## src/hw/rtl/cst_pkg.sv

```systemverilog
// Types, codes and helper functions of the connection slot tracker.
`timescale 1ns / 1ps
package cst_pkg;

    typedef enum logic [3:0] {
        FN_REGISTER   = 4'd0,
        FN_UNREGISTER = 4'd1,
        FN_ADD_RD     = 4'd2,
        FN_REM_RD     = 4'd3,
        FN_ADD_WR     = 4'd4,
        FN_REM_WR     = 4'd5,
        FN_ADD_AC     = 4'd6,
        FN_REM_AC     = 4'd7,
        FN_ADD_CO     = 4'd8,
        FN_REM_CO     = 4'd9,
        FN_SET_ERROR  = 4'd10,
        FN_UPDATE     = 4'd11,
        FN_QUERY      = 4'd12,
        FN_CLAIM      = 4'd13,
        FN_RELEASE    = 4'd14,
        FN_SWEEP      = 4'd15
    } cst_func_t;

    // Connection state codes
    localparam logic [3:0] CS_UNUSED        = 4'd0;
    localparam logic [3:0] CS_LISTENING     = 4'd1;
    localparam logic [3:0] CS_ACCEPTING     = 4'd2;
    localparam logic [3:0] CS_CONNECTING    = 4'd4;
    localparam logic [3:0] CS_CONNECTED     = 4'd5;
    localparam logic [3:0] CS_READING       = 4'd6;
    localparam logic [3:0] CS_WRITING       = 4'd7;
    localparam logic [3:0] CS_READWRITE     = 4'd8;
    localparam logic [3:0] CS_DISCONNECTING = 4'd9;
    localparam logic [3:0] CS_ERROR         = 4'd10;

    // Counter lanes
    localparam logic [1:0] CNT_RD = 2'd0;
    localparam logic [1:0] CNT_WR = 2'd1;
    localparam logic [1:0] CNT_AC = 2'd2;
    localparam logic [1:0] CNT_CO = 2'd3;

    localparam logic [7:0] ETIMEDOUT = 8'd110;
    localparam logic [31:0] TIMEOUT_RESET = 32'd60;

    typedef struct packed {
        cst_func_t   func;
        logic [15:0] fd;
        logic [3:0]  start_state;
        logic [1:0]  peer_role;
        logic [7:0]  error_value;
        logic [31:0] write_gen;
        logic [15:0] write_tag;
        logic [31:0] now_seconds;
        logic [9:0]  sweep_slot;
    } cst_item_t;

    typedef struct packed {
        logic        found;
        logic [3:0]  state;
        logic        has_reads;
        logic        has_writes;
        logic [31:0] generation;
        logic        gate_grant;
        logic        next_valid;
        logic [15:0] next_tag;
        logic        timed_out;
        logic [15:0] closed_fd;
        logic        queue_overflow;
    } cst_result_t;

    // Fixed-width part of one slot record
    typedef struct packed {
        logic        allocated;
        logic        fd_valid;
        logic [15:0] fd;
        logic [3:0]  state;
        logic [1:0]  role;
        logic [7:0]  error;
        logic [31:0] generation;
        logic [31:0] last_active;
        logic        gate_busy;
    } cst_meta_t;

    typedef enum logic [2:0] {
        CST_CLEAR,
        CST_IDLE,
        CST_DIV,
        CST_READ,
        CST_TAG,
        CST_EXEC
    } cst_fsm_t;

    // State implied by the read and write counters alone
    function automatic logic [3:0] rw_state(input logic rd_nz, input logic wr_nz);
        if (rd_nz) begin
            return wr_nz ? CS_READWRITE : CS_READING;
        end
        return wr_nz ? CS_WRITING : CS_CONNECTED;
    endfunction

endpackage

```

## src/hw/rtl/cst_slot_update.sv

```systemverilog
// Read-modify-write logic for one slot record and the item's result.
`timescale 1ns / 1ps
module cst_slot_update import cst_pkg::*; #(
    parameter int QUEUE_DEPTH = 4,
    parameter int COUNT_BITS  = 16,
    parameter int QB          = 2,
    parameter int CTB         = 3
) (
    input  cst_item_t                        item,
    input  logic [31:0]                      limit,
    input  logic                             sweep_ok,
    input  cst_meta_t                        meta_i,
    input  logic [3:0][COUNT_BITS-1:0]       cnt_i,
    input  logic [QB-1:0]                    head_i,
    input  logic [CTB-1:0]                   qcnt_i,
    input  logic [15:0]                      head_tag,
    output cst_meta_t                        meta_o,
    output logic [3:0][COUNT_BITS-1:0]       cnt_o,
    output logic [QB-1:0]                    head_o,
    output logic [CTB-1:0]                   qcnt_o,
    output logic                             tag_we,
    output logic [QB-1:0]                    tag_pos,
    output cst_result_t                      res
);
    localparam int SW = CTB + 1;

    logic        match;
    logic        found;
    logic [3:0]  fsub;
    logic [1:0]  k;
    logic [SW-1:0] tail_sum;
    logic [SW-1:0] head_sum;
    logic [31:0] idle;

    assign match = meta_i.allocated && meta_i.fd_valid && (meta_i.fd == item.fd);
    assign fsub  = item.func - FN_ADD_RD;
    assign k     = fsub[2:1];
    assign idle  = item.now_seconds - meta_i.last_active;

    // ring positions, both sums stay below twice the depth
    always_comb begin
        tail_sum = SW'(head_i) + SW'(qcnt_i);
        if (tail_sum >= SW'(QUEUE_DEPTH)) begin
            tail_sum = tail_sum - SW'(QUEUE_DEPTH);
        end
        head_sum = SW'(head_i) + SW'(1);
        if (head_sum >= SW'(QUEUE_DEPTH)) begin
            head_sum = head_sum - SW'(QUEUE_DEPTH);
        end
    end

    always_comb begin
        meta_o  = meta_i;
        cnt_o   = cnt_i;
        head_o  = head_i;
        qcnt_o  = qcnt_i;
        tag_we  = 1'b0;
        tag_pos = tail_sum[QB-1:0];
        res     = '0;
        found   = match;

        case (item.func) inside
            FN_SWEEP: begin
                found = 1'b0;
                if (sweep_ok && meta_i.allocated && meta_i.fd_valid &&
                    meta_i.state != CS_UNUSED &&
                    item.now_seconds > meta_i.last_active && idle > limit) begin
                    res.timed_out      = 1'b1;
                    res.closed_fd      = meta_i.fd;
                    meta_o.error       = ETIMEDOUT;
                    meta_o.last_active = item.now_seconds;
                    meta_o.state       = CS_UNUSED;
                    meta_o.fd_valid    = 1'b0;
                    meta_o.gate_busy   = 1'b0;
                    cnt_o              = '0;
                    head_o             = '0;
                    qcnt_o             = '0;
                end
            end
            FN_REGISTER: begin
                if (!match && (!meta_i.allocated || meta_i.state == CS_UNUSED)) begin
                    meta_o.generation = meta_i.allocated ? meta_i.generation + 32'd1
                                                         : 32'd1;
                    meta_o.error     = '0;
                    meta_o.fd        = item.fd;
                    meta_o.fd_valid  = 1'b1;
                    meta_o.allocated = 1'b1;
                    found            = 1'b1;
                end
                if (found) begin
                    meta_o.state = (item.start_state > CS_ERROR) ? CS_ERROR
                                                                 : item.start_state;
                    meta_o.role        = item.peer_role;
                    meta_o.last_active = item.now_seconds;
                    meta_o.gate_busy   = 1'b0;
                    cnt_o              = '0;
                    head_o             = '0;
                    qcnt_o             = '0;
                end
            end
            default: begin
                if (!match) begin
                    if (item.func == FN_CLAIM) begin
                        res.gate_grant = 1'b1;
                    end
                end else begin
                    case (item.func) inside
                        FN_UNREGISTER: begin
                            meta_o.state     = CS_UNUSED;
                            meta_o.fd_valid  = 1'b0;
                            meta_o.gate_busy = 1'b0;
                            cnt_o            = '0;
                            head_o           = '0;
                            qcnt_o           = '0;
                        end
                        FN_ADD_RD, FN_ADD_WR, FN_ADD_AC, FN_ADD_CO: begin
                            meta_o.last_active = item.now_seconds;
                            if (cnt_i[k] != '1) begin
                                cnt_o[k] = cnt_i[k] + COUNT_BITS'(1);
                            end
                            if (k == CNT_RD || k == CNT_WR) begin
                                if (cnt_o[CNT_RD] != '0 && cnt_o[CNT_WR] != '0) begin
                                    meta_o.state = CS_READWRITE;
                                end else begin
                                    meta_o.state = (k == CNT_RD) ? CS_READING : CS_WRITING;
                                end
                            end else begin
                                meta_o.state = (k == CNT_AC) ? CS_ACCEPTING : CS_CONNECTING;
                            end
                        end
                        FN_REM_RD, FN_REM_WR, FN_REM_AC, FN_REM_CO: begin
                            meta_o.last_active = item.now_seconds;
                            if (cnt_i[k] != '0) begin
                                cnt_o[k] = cnt_i[k] - COUNT_BITS'(1);
                                if (k == CNT_RD || k == CNT_WR) begin
                                    meta_o.state = rw_state(cnt_o[CNT_RD] != '0,
                                                            cnt_o[CNT_WR] != '0);
                                end else if (cnt_o[k] == '0) begin
                                    if (k == CNT_AC && meta_i.state == CS_ACCEPTING) begin
                                        meta_o.state = CS_LISTENING;
                                    end
                                    if (k == CNT_CO && meta_i.state == CS_CONNECTING) begin
                                        meta_o.state = CS_CONNECTED;
                                    end
                                end
                            end
                        end
                        FN_SET_ERROR: begin
                            meta_o.state       = CS_ERROR;
                            meta_o.error       = item.error_value;
                            meta_o.last_active = item.now_seconds;
                        end
                        FN_UPDATE: begin
                            if (cnt_i[CNT_RD] != '0 || cnt_i[CNT_WR] != '0) begin
                                meta_o.state = rw_state(cnt_i[CNT_RD] != '0,
                                                        cnt_i[CNT_WR] != '0);
                            end else if (cnt_i[CNT_AC] != '0) begin
                                meta_o.state = CS_ACCEPTING;
                            end else if (cnt_i[CNT_CO] != '0) begin
                                meta_o.state = CS_CONNECTING;
                            end else if (meta_i.state == CS_ERROR ||
                                         meta_i.state == CS_DISCONNECTING ||
                                         meta_i.state == CS_UNUSED) begin
                                meta_o.state = meta_i.state;
                            end else begin
                                meta_o.state = CS_CONNECTED;
                            end
                        end
                        FN_CLAIM: begin
                            if (!meta_i.gate_busy) begin
                                meta_o.gate_busy = 1'b1;
                                res.gate_grant   = 1'b1;
                            end else if (qcnt_i < CTB'(QUEUE_DEPTH)) begin
                                tag_we = 1'b1;
                                qcnt_o = qcnt_i + CTB'(1);
                            end else begin
                                res.queue_overflow = 1'b1;
                            end
                        end
                        FN_RELEASE: begin
                            if (meta_i.generation == item.write_gen) begin
                                if (qcnt_i != '0) begin
                                    res.next_valid = 1'b1;
                                    res.next_tag   = head_tag;
                                    head_o         = head_sum[QB-1:0];
                                    qcnt_o         = qcnt_i - CTB'(1);
                                end else begin
                                    meta_o.gate_busy = 1'b0;
                                end
                            end
                        end
                        default: begin
                            // query leaves the slot as it is
                        end
                    endcase
                end
            end
        endcase

        // slot view after the operation
        if (found) begin
            res.found      = 1'b1;
            res.state      = meta_o.state;
            res.has_reads  = cnt_o[CNT_RD] != '0;
            res.has_writes = cnt_o[CNT_WR] != '0;
            res.generation = meta_o.generation;
        end
    end

endmodule

```

## config.mk

```make
export PLATFORM = sky130hd
export DESIGN_NAME = cst_slot_update
export DESIGN_NICKNAME = d
export VERILOG_FILES = /design/src/hw/rtl/cst_pkg.sv /design/src/hw/rtl/cst_slot_update.sv
export SDC_FILE = /design/constraint.sdc
export NUM_CORES = 1
export LEC_CHECK = 0
export BUFFER_PORTS_ARGS = -buffer_cell sky130_fd_sc_hd__buf_2
export CORE_AREA = 4 4 226 228
export DETAILED_ROUTE_END_ITERATION = 8
export DIE_AREA = 0 0 230 232
export PLACE_DENSITY_LB_ADDON = 0.25
export SLEW_MARGIN = 15
export SYNTH_ARGS = -nofsm -noshare
export SYNTH_HDL_FRONTEND = slang
export SYNTH_SLANG_ARGS = --single-unit
```

## constraint.sdc

```tcl
create_clock -name vclk -period 12.1
set_clock_uncertainty 0.1 [all_clocks]
set_input_delay 1.21 -clock vclk [all_inputs]
set_output_delay 1.21 -clock vclk [all_outputs]
set_load 0.01 [all_outputs]
```

==> results of run 1 <==
==> cells in the mapped netlist, types with 33 or more instances <==
cell	n
xor2_1	50
inv_1	101
nor2_1	193
xnor2_1	90
a21oi_1	146
nand3_1	46
ha_1	80
nor4_1	33
clkbuf_1	92
o21ai_0	159
and2_1	45
nor3_1	52
mux2_2	33
nand2_1	193
==> layer usage <==
| metal | vias to the layer above | part of all wire [%] | track usage [%] | wire length (µm) |
|---|---|---|---|---|
| met2 | 928 | 47 | 41.9 | 33600 |
| met4 | 2 | 2.6 | 5.44 | 1880 |
| met3 | 113 | 8.9 | 3.40 | 6380 |
| met5 | - | 0.011 | 0 | 8 |
| met1 | 7601 | 42 | 33.2 | 30000 |
| li1 | 7430 | - | - | - |
==> power by group <==
part | total (µW) | internal (µW) | leakage, µW | switching (µW)
Combinational | 643 | 235 | 0.00681 | 408
Clock | 0.0000185 | 0.0000185 | 0.0000000194 | 0
Sequential | 0 | 0 | 0 | 0
==> logic make-up (layout without fill, tap and decap cells) <==
group / Yosys count / after routing / share of synthesized area, %
AND/OR/NAND/NOR: 720 / 720 / 31.9
adder cells (fa/ha/maj): 81 / 81 / 9.22
other: 0 / 4 / 0
buffers and inverters: 224 / 692 / 8.40
multiplexers: 58 / 58 / 7.50
AO/OA/AOI/OAI: 556 / 556 / 31.7
XOR/XNOR: 141 / 141 / 11.2
==> how the worst max path moves through the flow <==
stage,to,slack (ns),depth (start not counted),from
CTS,res[69],1.71,27,item[11]
floorplan,res[68],3.73,28,item[10]
finish,res[68],1.66,28,meta_i[2]
global route,res[68],1.22,29,item[10]
detailed placement,res[69],1.77,27,item[11]
global placement,res[69],1.80,27,item[11]
==> tightest hold or removal path: cells and delay by family <==
family | cells | cell delay [ns]
AND/OR/NAND/NOR | 2 | 0.08
buffers and inverters | 2 | 0.19
==> per-stage QoR <==
stage | total power, µW | worst slack, ns | std cells | utilization, %
2_1_floorplan | 371 | 3.73 | 1780 | -
3_3_place_gp | 627 | 1.80 | 2912 | 29.6
3_5_place_dp | 629 | 1.77 | 2912 | 29.6
4_1_cts | 632 | 1.71 | 2912 | 29.6
5_1_grt | 691 | 1.22 | 2912 | 29.6
6_report | 643 | 1.66 | 2916 | 29.6
==> layout make-up <==
cell class         count  area, µm²  share of cell area, %
multi-input cells   1556      10200                   70.5
diodes                 4       10.0                 0.0692
well taps            664        831                   5.75
inverters            102        383                   2.65
repair buffers       590       3040                   21.0
==> results.txt, run 1 <==
Postcts setup bufs: 0
P_leak: 0.00681 µW
Largest area contributor in the netlist: ha_1
Max Transition Viols Final: 0
Total GRT Usage: 24.6%
Net count after synthesis: 2200
Most common cell after layout, fill and taps aside: buf_2
Mean Syn Cell Area: 6.22 µm²
Slew HR: 14.1%
F_max: 0.0957 GHz
DP HPWL: 60200 µm
Startpoint Class: input pin
Number of distinct library cells after synthesis: 87
First-pass GRT wire length: 102000 µm
Design Area, Final: 0.0145 mm²
Peak supply drop: 17.7 µV
Setup TNS: 0 ns
Final Hold Fails: 0
WP data arrival: 9.13 ns
Yosys top cell area share: 9.04%
Vias in the first global route: 15096
Antenna Nets Post-Route: 0
Die ar.: 0.0534 mm²
Total number of vias: 16074
Core area: 0.0488 mm²
Initial core utilization: 22.7%
Antenna violations before repair: 5
Fin nets: 2670
Cell Pwr Density: 44.5 mW/mm²
Share of cells above drive strength 1: 30.5%
Cts-stage hold buffer count: 0
Most frequent cells in the layout: buf_2 (557), nand2_1 (193), nor2_1 (189)
Pin slew with the least headroom to its limit: 1.28 ns
Final Cycle Share: 86.3%
Final hold slack: 2.59 ns
CLK BUF: 0
Crit path max fanout: 26
Starting DRC count in detailed routing: 1659
Seq_cells: 0
FILL cells: 5557
Worst Setup Path Type: input pin to primary output
Final min period: 10.44 ns
IO Port Bufs: 557
Post-DP Area: 0.0144 mm²
Seq. cell area: 0 µm²
Gate count after technology mapping: 1780
Vias per inst: 5.51
IO Pins: 583
Wirelength per Cell: 24.6 µm
DRC Markers: 0
Status: finished clean
CP Buf/Inv Count: 4
Critical path's top delay family: compound AO/OA/AOI/OAI gates
Die Wd: 230 µm
GPL Wtd Cong: 1.03
Crit end category: primary output
Post_cts resized: 0
Top cells by area, synth: ha_1 (9.0%), o21ai_0 (7.2%), xnor2_1 (7.1%)
Site row count: 81
Worst Hold End: meta_o[73]
Maxcap violations: 0
Post-Syn Area: 0.0111 mm²
CP max stage delay: 0.89 ns
Die height: 232 µm
Syn. warnings: 0
Critical path data required time: 10.79 ns
Final wirelength: 71900 µm
Seq/Total Area, Yosys: 0%
Hold Startpoint: meta_i[73]
# setup viols final: 0
Hold path cells: 4
GRT overflow: 0
Area growth, synth to finish: 30.5%
Worst Hold Class: input pin to primary output
RSZ-0062 raised after global routing: false
First drt pass iteration count: 5
Largest net degree at the start of global routing: 57
Critical-path top delay cell: a2111oi_0
Note: power is estimated with default switching activity, not from simulation.
==> run 2, diff against run 1 <==
--- a/config.mk
+++ b/config.mk
@@ -5,10 +5,10 @@
 export SDC_FILE = /design/constraint.sdc
 export NUM_CORES = 1
 export LEC_CHECK = 0
-export BUFFER_PORTS_ARGS = -buffer_cell sky130_fd_sc_hd__buf_2
-export CORE_AREA = 4 4 226 228
+export CORE_AREA = 2 2 226 228
 export DETAILED_ROUTE_END_ITERATION = 8
-export DIE_AREA = 0 0 230 232
+export DIE_AREA = 0 0 228 230
+export DONT_BUFFER_PORTS = 1
 export PLACE_DENSITY_LB_ADDON = 0.25
 export SLEW_MARGIN = 15
 export SYNTH_ARGS = -nofsm -noshare
==> run 2 against run 1 <==
  * Worst hold slack worse by 0.17 ns
  * Fmax is 6.0% higher
  * Largest cell class unchanged
  * Critical path depth fell by 2
  * Critical path type unchanged
  * Worst setup slack improved by 0.59 ns
==> results.txt, run 2 (synthesized netlist as in run 1, its figures left out) <==
Crit end category: primary output (unchanged)
Final Hold Fails: 0 (unchanged)
DP HPWL: 60200 µm (about the same)
GPL Wtd Cong: 1.03 (about the same)
P_leak: 0.00451 µW (was 0.00681 µW)
Total number of vias: 14125 (was 16074)
Seq. cell area: 0 µm² (unchanged)
Final Cycle Share: 81.5% (was 86.3%)
Critical path data required time: 10.79 ns (about the same)
Wirelength per Cell: 30.5 µm (was 24.6 µm)
Core area: 0.0499 mm² (was 0.0488 mm²)
Die Wd: 228 µm (was 230 µm)
Vias per inst: 5.97 (was 5.51)
Setup WS pre-CTS: 2.15 ns (was 1.77 ns)
Worst Setup Path Type: input pin to primary output (unchanged)
Seq_cells: 0 (unchanged)
Status: finished clean (unchanged)
DRC Markers: 0 (unchanged)
Max Transition Viols Final: 0 (unchanged)
Antenna violations before repair: 10 (was 5)
Fin worst setup slack: 2.24 ns (was 1.66 ns)
WP data arrival: 8.55 ns (was 9.13 ns)
Largest net degree at the start of global routing: 57 (unchanged)
Post-DP Area: 0.0117 mm² (was 0.0144 mm²)
F_max: 0.101 GHz (was 0.0957 GHz)
Cell Pwr Density: 43.9 mW/mm² (was 44.5 mW/mm²)
Die height: 230 µm (was 232 µm)
Peak supply drop: 19.2 µV (was 17.7 µV)
RSZ-0062 raised after global routing: false (unchanged)
Critical-path top delay cell: a2111oi_0 (unchanged)
Most common cell after layout, fill and taps aside: nand2_1 (was buf_2)
Site row count: 82 (was 81)
Hold Startpoint: qcnt_i[2] (was meta_i[73])
CLK BUF: 0 (unchanged)
Maxcap violations: 0 (unchanged)
Total power: 514 µW (was 643 µW)
Startpoint Class: input pin (unchanged)
Area growth, synth to finish: 5.75% (was 30.5%)
Critical Path Source: meta_i[2] (unchanged)
Crit path max fanout: 11 (was 26)
Design Area, Final: 0.0117 mm² (was 0.0145 mm²)
FILL cells: 5734 (was 5557)
Cts-stage hold buffer count: 0 (unchanged)
# setup viols final: 0 (unchanged)
IO Port Bufs: 0 (was 557)
Total GRT Usage: 25.7% (was 24.6%)
Initial core utilization: 22.2% (was 22.7%)
Diode count: 0 (was 4)
Antenna Nets Post-Route: 0 (unchanged)
Die ar.: 0.0524 mm² (was 0.0534 mm²)
IO Pins: 583 (unchanged)
Most frequent cells in the layout: nand2_1 (193), nor2_1 (189), o21ai_0 (158) (was buf_2 (557), nand2_1 (193), nor2_1 (189))
Slew HR: 23.3% (was 14.1%)
GRT overflow: 0 (unchanged)
Starting DRC count in detailed routing: 1459 (was 1659)
Postcts setup bufs: 0 (unchanged)
Pin slew with the least headroom to its limit: 1.15 ns (was 1.28 ns)
Vias in the first global route: 13203 (was 15096)
Setup TNS: 0 ns (unchanged)
Share of cells above drive strength 1: 7.85% (was 30.5%)
Post_cts resized: 0 (unchanged)
Final hold slack: 2.42 ns (was 2.59 ns)
Final min period: 9.86 ns (was 10.44 ns)
First drt pass iteration count: 6 (was 5)
Fin nets: 2116 (was 2670)
Worst Hold Class: input pin to primary output (unchanged)
First-pass GRT wire length: 99800 µm (was 102000 µm)
CP max stage delay: 0.97 ns (was 0.89 ns)
Final wirelength: 72200 µm (was 71900 µm)
run 2: cell count changes in the layout (fill, tap and decap cells not counted):
cell and change:
diode_2 -4, nand3_2 +1, nor2_4 +1, nor4_2 -1, buf_2 -557, nand3_1 -1
nor4_4 +1, buf_4 +3, nor2_2 -1
run 2: final cells by class:
class	count	area, µm²	area share, %
timing repair buffer	36	270	2.31
multi-input combinational	1556	10200	87.2
inverter	102	383	3.27
tap	672	841	7.18
run 2: power by group:
group          total, µW  internal (µW)  leakage (µW)  switching [µW]
clock network          0              0             0               0
registers              0              0             0               0
logic                514            178       0.00451             336
total                514            178       0.00451             336
run 2: stage by stage:
step | utilization, % | instances
2_1_floorplan | - | 1780
3_3_place_gp | 23.5 | 2366
3_5_place_dp | 23.5 | 2366
4_1_cts | 23.5 | 2366
5_1_grt | 23.5 | 2366
6_report | 23.5 | 2366
run 2: worst max-delay path: cells and delay by family:
| kind | cells | cell delay (ns) |
|---|---|---|
| fa+ha+maj | 2 | 0.57 |
| buf+inv | 2 | 0.31 |
| xor+xnor | 1 | 0.09 |
| compound gates | 13 | 3.75 |
| simple gates | 8 | 2.59 |
run 2: metal layers:
layer	vias to the layer above	global-route usage [%]	wire, µm
li1	6303	-	-
met5	-	0	86
met1	6782	33.7	30300
met4	14	7.09	2430
met3	134	6.21	6920
met2	892	41.9	32500
run 2: worst paths after layout:
path | endpoint | slack (ns) | cells past startpoint
worst max-delay path | res[68] | 2.24 | 26
worst min-delay path | tag_we | 2.42 | 1
==> run 3, diff against run 2 <==
==> constraint.sdc (replaced) <==
create_clock -name vclk -period 9.8
set_clock_uncertainty 0.1 [all_clocks]
set_input_delay 0.98 -clock vclk [all_inputs]
set_output_delay 0.98 -clock vclk [all_outputs]
set_load 0.01 [all_outputs]
==> run 3 against run 2 <==
  * Critical path depth grew 2
  * Non-clock buffer count grew 12
  * Via count grew 1.4%
  * Sequential share of layout area is the same
  * Routed wire length grew 1.4%
  * Cell area grew 0.77%
  * Core utilization grew 0.18 points
  * Cell count grew 0.59%
  * Die area is the same
  * Count of clock-buffer cells in the layout is the same
  * Global-route usage grew 0.35 points
  * Critical endpoint is now res[69]
==> results.txt, run 3 (synthesized netlist as in run 1, its figures left out) <==
Post_cts resized: 0 (unchanged)
Seq. cell area: 0 µm² (unchanged)
WP data arrival: 7.72 ns (was 8.55 ns)
Worst Hold End: tag_we (unchanged)
Antenna Nets Post-Route: 0 (unchanged)
IO Pins: 583 (unchanged)
Die Wd: 228 µm (unchanged)
CLK BUF: 0 (unchanged)
First-pass GRT wire length: 101000 µm (was 99800 µm)
Share of cells above drive strength 1: 8.44% (was 7.85%)
Seq_cells: 0 (unchanged)
Setup WS pre-CTS: 0.956 ns (was 2.15 ns)
Critical path data required time: 8.72 ns (was 10.79 ns)
First drt pass iteration count: 6 (unchanged)
Largest net degree at the start of global routing: 57 (unchanged)
Wirelength per Cell: 30.7 µm (was 30.5 µm)
Die ar.: 0.0524 mm² (unchanged)
Vias in the first global route: 13241 (was 13203)
Post-DP Area: 0.0118 mm² (was 0.0117 mm²)
Startpoint Class: input pin (unchanged)
Final min period: 8.80 ns
Pin slew with the least headroom to its limit: 1.23 ns (was 1.15 ns)
Crit end category: primary output (unchanged)
Initial core utilization: 22.2% (unchanged)
Total number of vias: 14323 (was 14125)
Final Cycle Share: 89.8%
RSZ-0062 raised after global routing: false (unchanged)
Final Hold Fails: 0 (unchanged)
Max Transition Viols Final: 0 (unchanged)
DRC Markers: 0 (unchanged)
Fin nets: 2128 (was 2116)
Antenna violations before repair: 12 (was 10)
Die height: 230 µm (unchanged)
Area growth, synth to finish: 6.56% (was 5.75%)
Cts-stage hold buffer count: 0 (unchanged)
DP HPWL: 61400 µm (was 60200 µm)
Vias per inst: 6.02 (was 5.97)
GPL Wtd Cong: 1.02 (was 1.03)
P_leak: 0.00456 µW (was 0.00451 µW)
F_max: 0.114 GHz
GRT overflow: 0 (unchanged)
Core area: 0.0499 mm² (unchanged)
CP Buf/Inv Count: 3 (was 2)
Most frequent cells in the layout: nand2_1 (193), nor2_1 (190), o21ai_0 (158) (was nand2_1 (193), nor2_1 (189), o21ai_0 (158))
Fin worst setup slack: 1.00 ns (was 2.24 ns)
# setup viols final: 0 (unchanged)
Postcts setup bufs: 0 (unchanged)
Slew HR: 17.5% (was 23.3%)
CP max stage delay: 0.59 ns (was 0.97 ns)
Crit path max fanout: 15 (was 11)
Worst Setup Path Type: input pin to primary output (unchanged)
Area taken by multi-input logic gates: 0.0102 mm² (about the same)
Final wirelength: 73200 µm (was 72200 µm)
Critical-path top delay cell: o41ai_1 (was a2111oi_0)
Design Area, Final: 0.0118 mm² (was 0.0117 mm²)
Critical path's top delay family: compound AO/OA/AOI/OAI gates (unchanged)
Peak supply drop: 22.2 µV (was 19.2 µV)
Total GRT Usage: 26.1% (was 25.7%)
Hold Startpoint: qcnt_i[2] (unchanged)
Hold path cells: 1 (unchanged)
Worst Hold Class: input pin to primary output (unchanged)
IO Port Bufs: 0 (unchanged)
Most common cell after layout, fill and taps aside: nand2_1 (unchanged)
Cell Pwr Density: 54.6 mW/mm² (was 43.9 mW/mm²)
Maxcap violations: 0 (unchanged)
Status: finished clean (unchanged)
Setup TNS: 0 ns (unchanged)
Starting DRC count in detailed routing: 1394 (was 1459)
Site row count: 82 (unchanged)
FILL cells: 5750 (was 5734)
## run 3: cell count changes in the layout (fill, tap and decap cells not counted), sizes merged
cell	previous run	this run
buf	36	48
diode	0	2
## run 3: worst max-delay path by stage
stage / from / to / depth (start not counted)
6_report: item[10] / res[69] / 28
5_1_grt: item[10] / res[68] / 28
2_1_floorplan: item[10] / res[68] / 28
3_5_place_dp: item[10] / res[69] / 28
4_1_cts: item[10] / res[69] / 28
3_3_place_gp: item[10] / res[69] / 28
## run 3: area by class of cell
type | instances | area share [%]
Antenna cell | 2 | 0.0424
Inverter | 102 | 3.24
Multi-Input combinational cell | 1556 | 86.5
Tap cell | 672 | 7.12
Timing Repair Buffer | 48 | 3.05
## run 3: routing by layer
layer	global-route usage (%)	vias up	routed length [µm]
met5	0	-	87
met4	8.52	14	2840
met3	5.84	150	7060
met2	42.2	935	32700
met1	34.2	6895	30400
li1	-	6329	-
## run 3: metrics by stage
stage / hold WS [ns] / power (µW) / std cells / utilization (%)
after detailed placement: 1.96 / 631 / 2378 / 23.7
after global placement: 1.96 / 631 / 2378 / 23.7
after global routing: 1.96 / 696 / 2379 / 23.7
after CTS: 1.96 / 634 / 2378 / 23.7
final: 1.96 / 644 / 2380 / 23.7
after floorplan: 1.92 / 458 / 1780 / -
## run 3: power by group
| group | switching (µW) | leakage (µW) | internal, µW |
|---|---|---|---|
| registers | 0 | 0 | 0 |
| logic | 420 | 0.00456 | 224 |
| clock network | 0 | 0.00000000961 | 0.0000137 |
| total | 420 | 0.00456 | 224 |
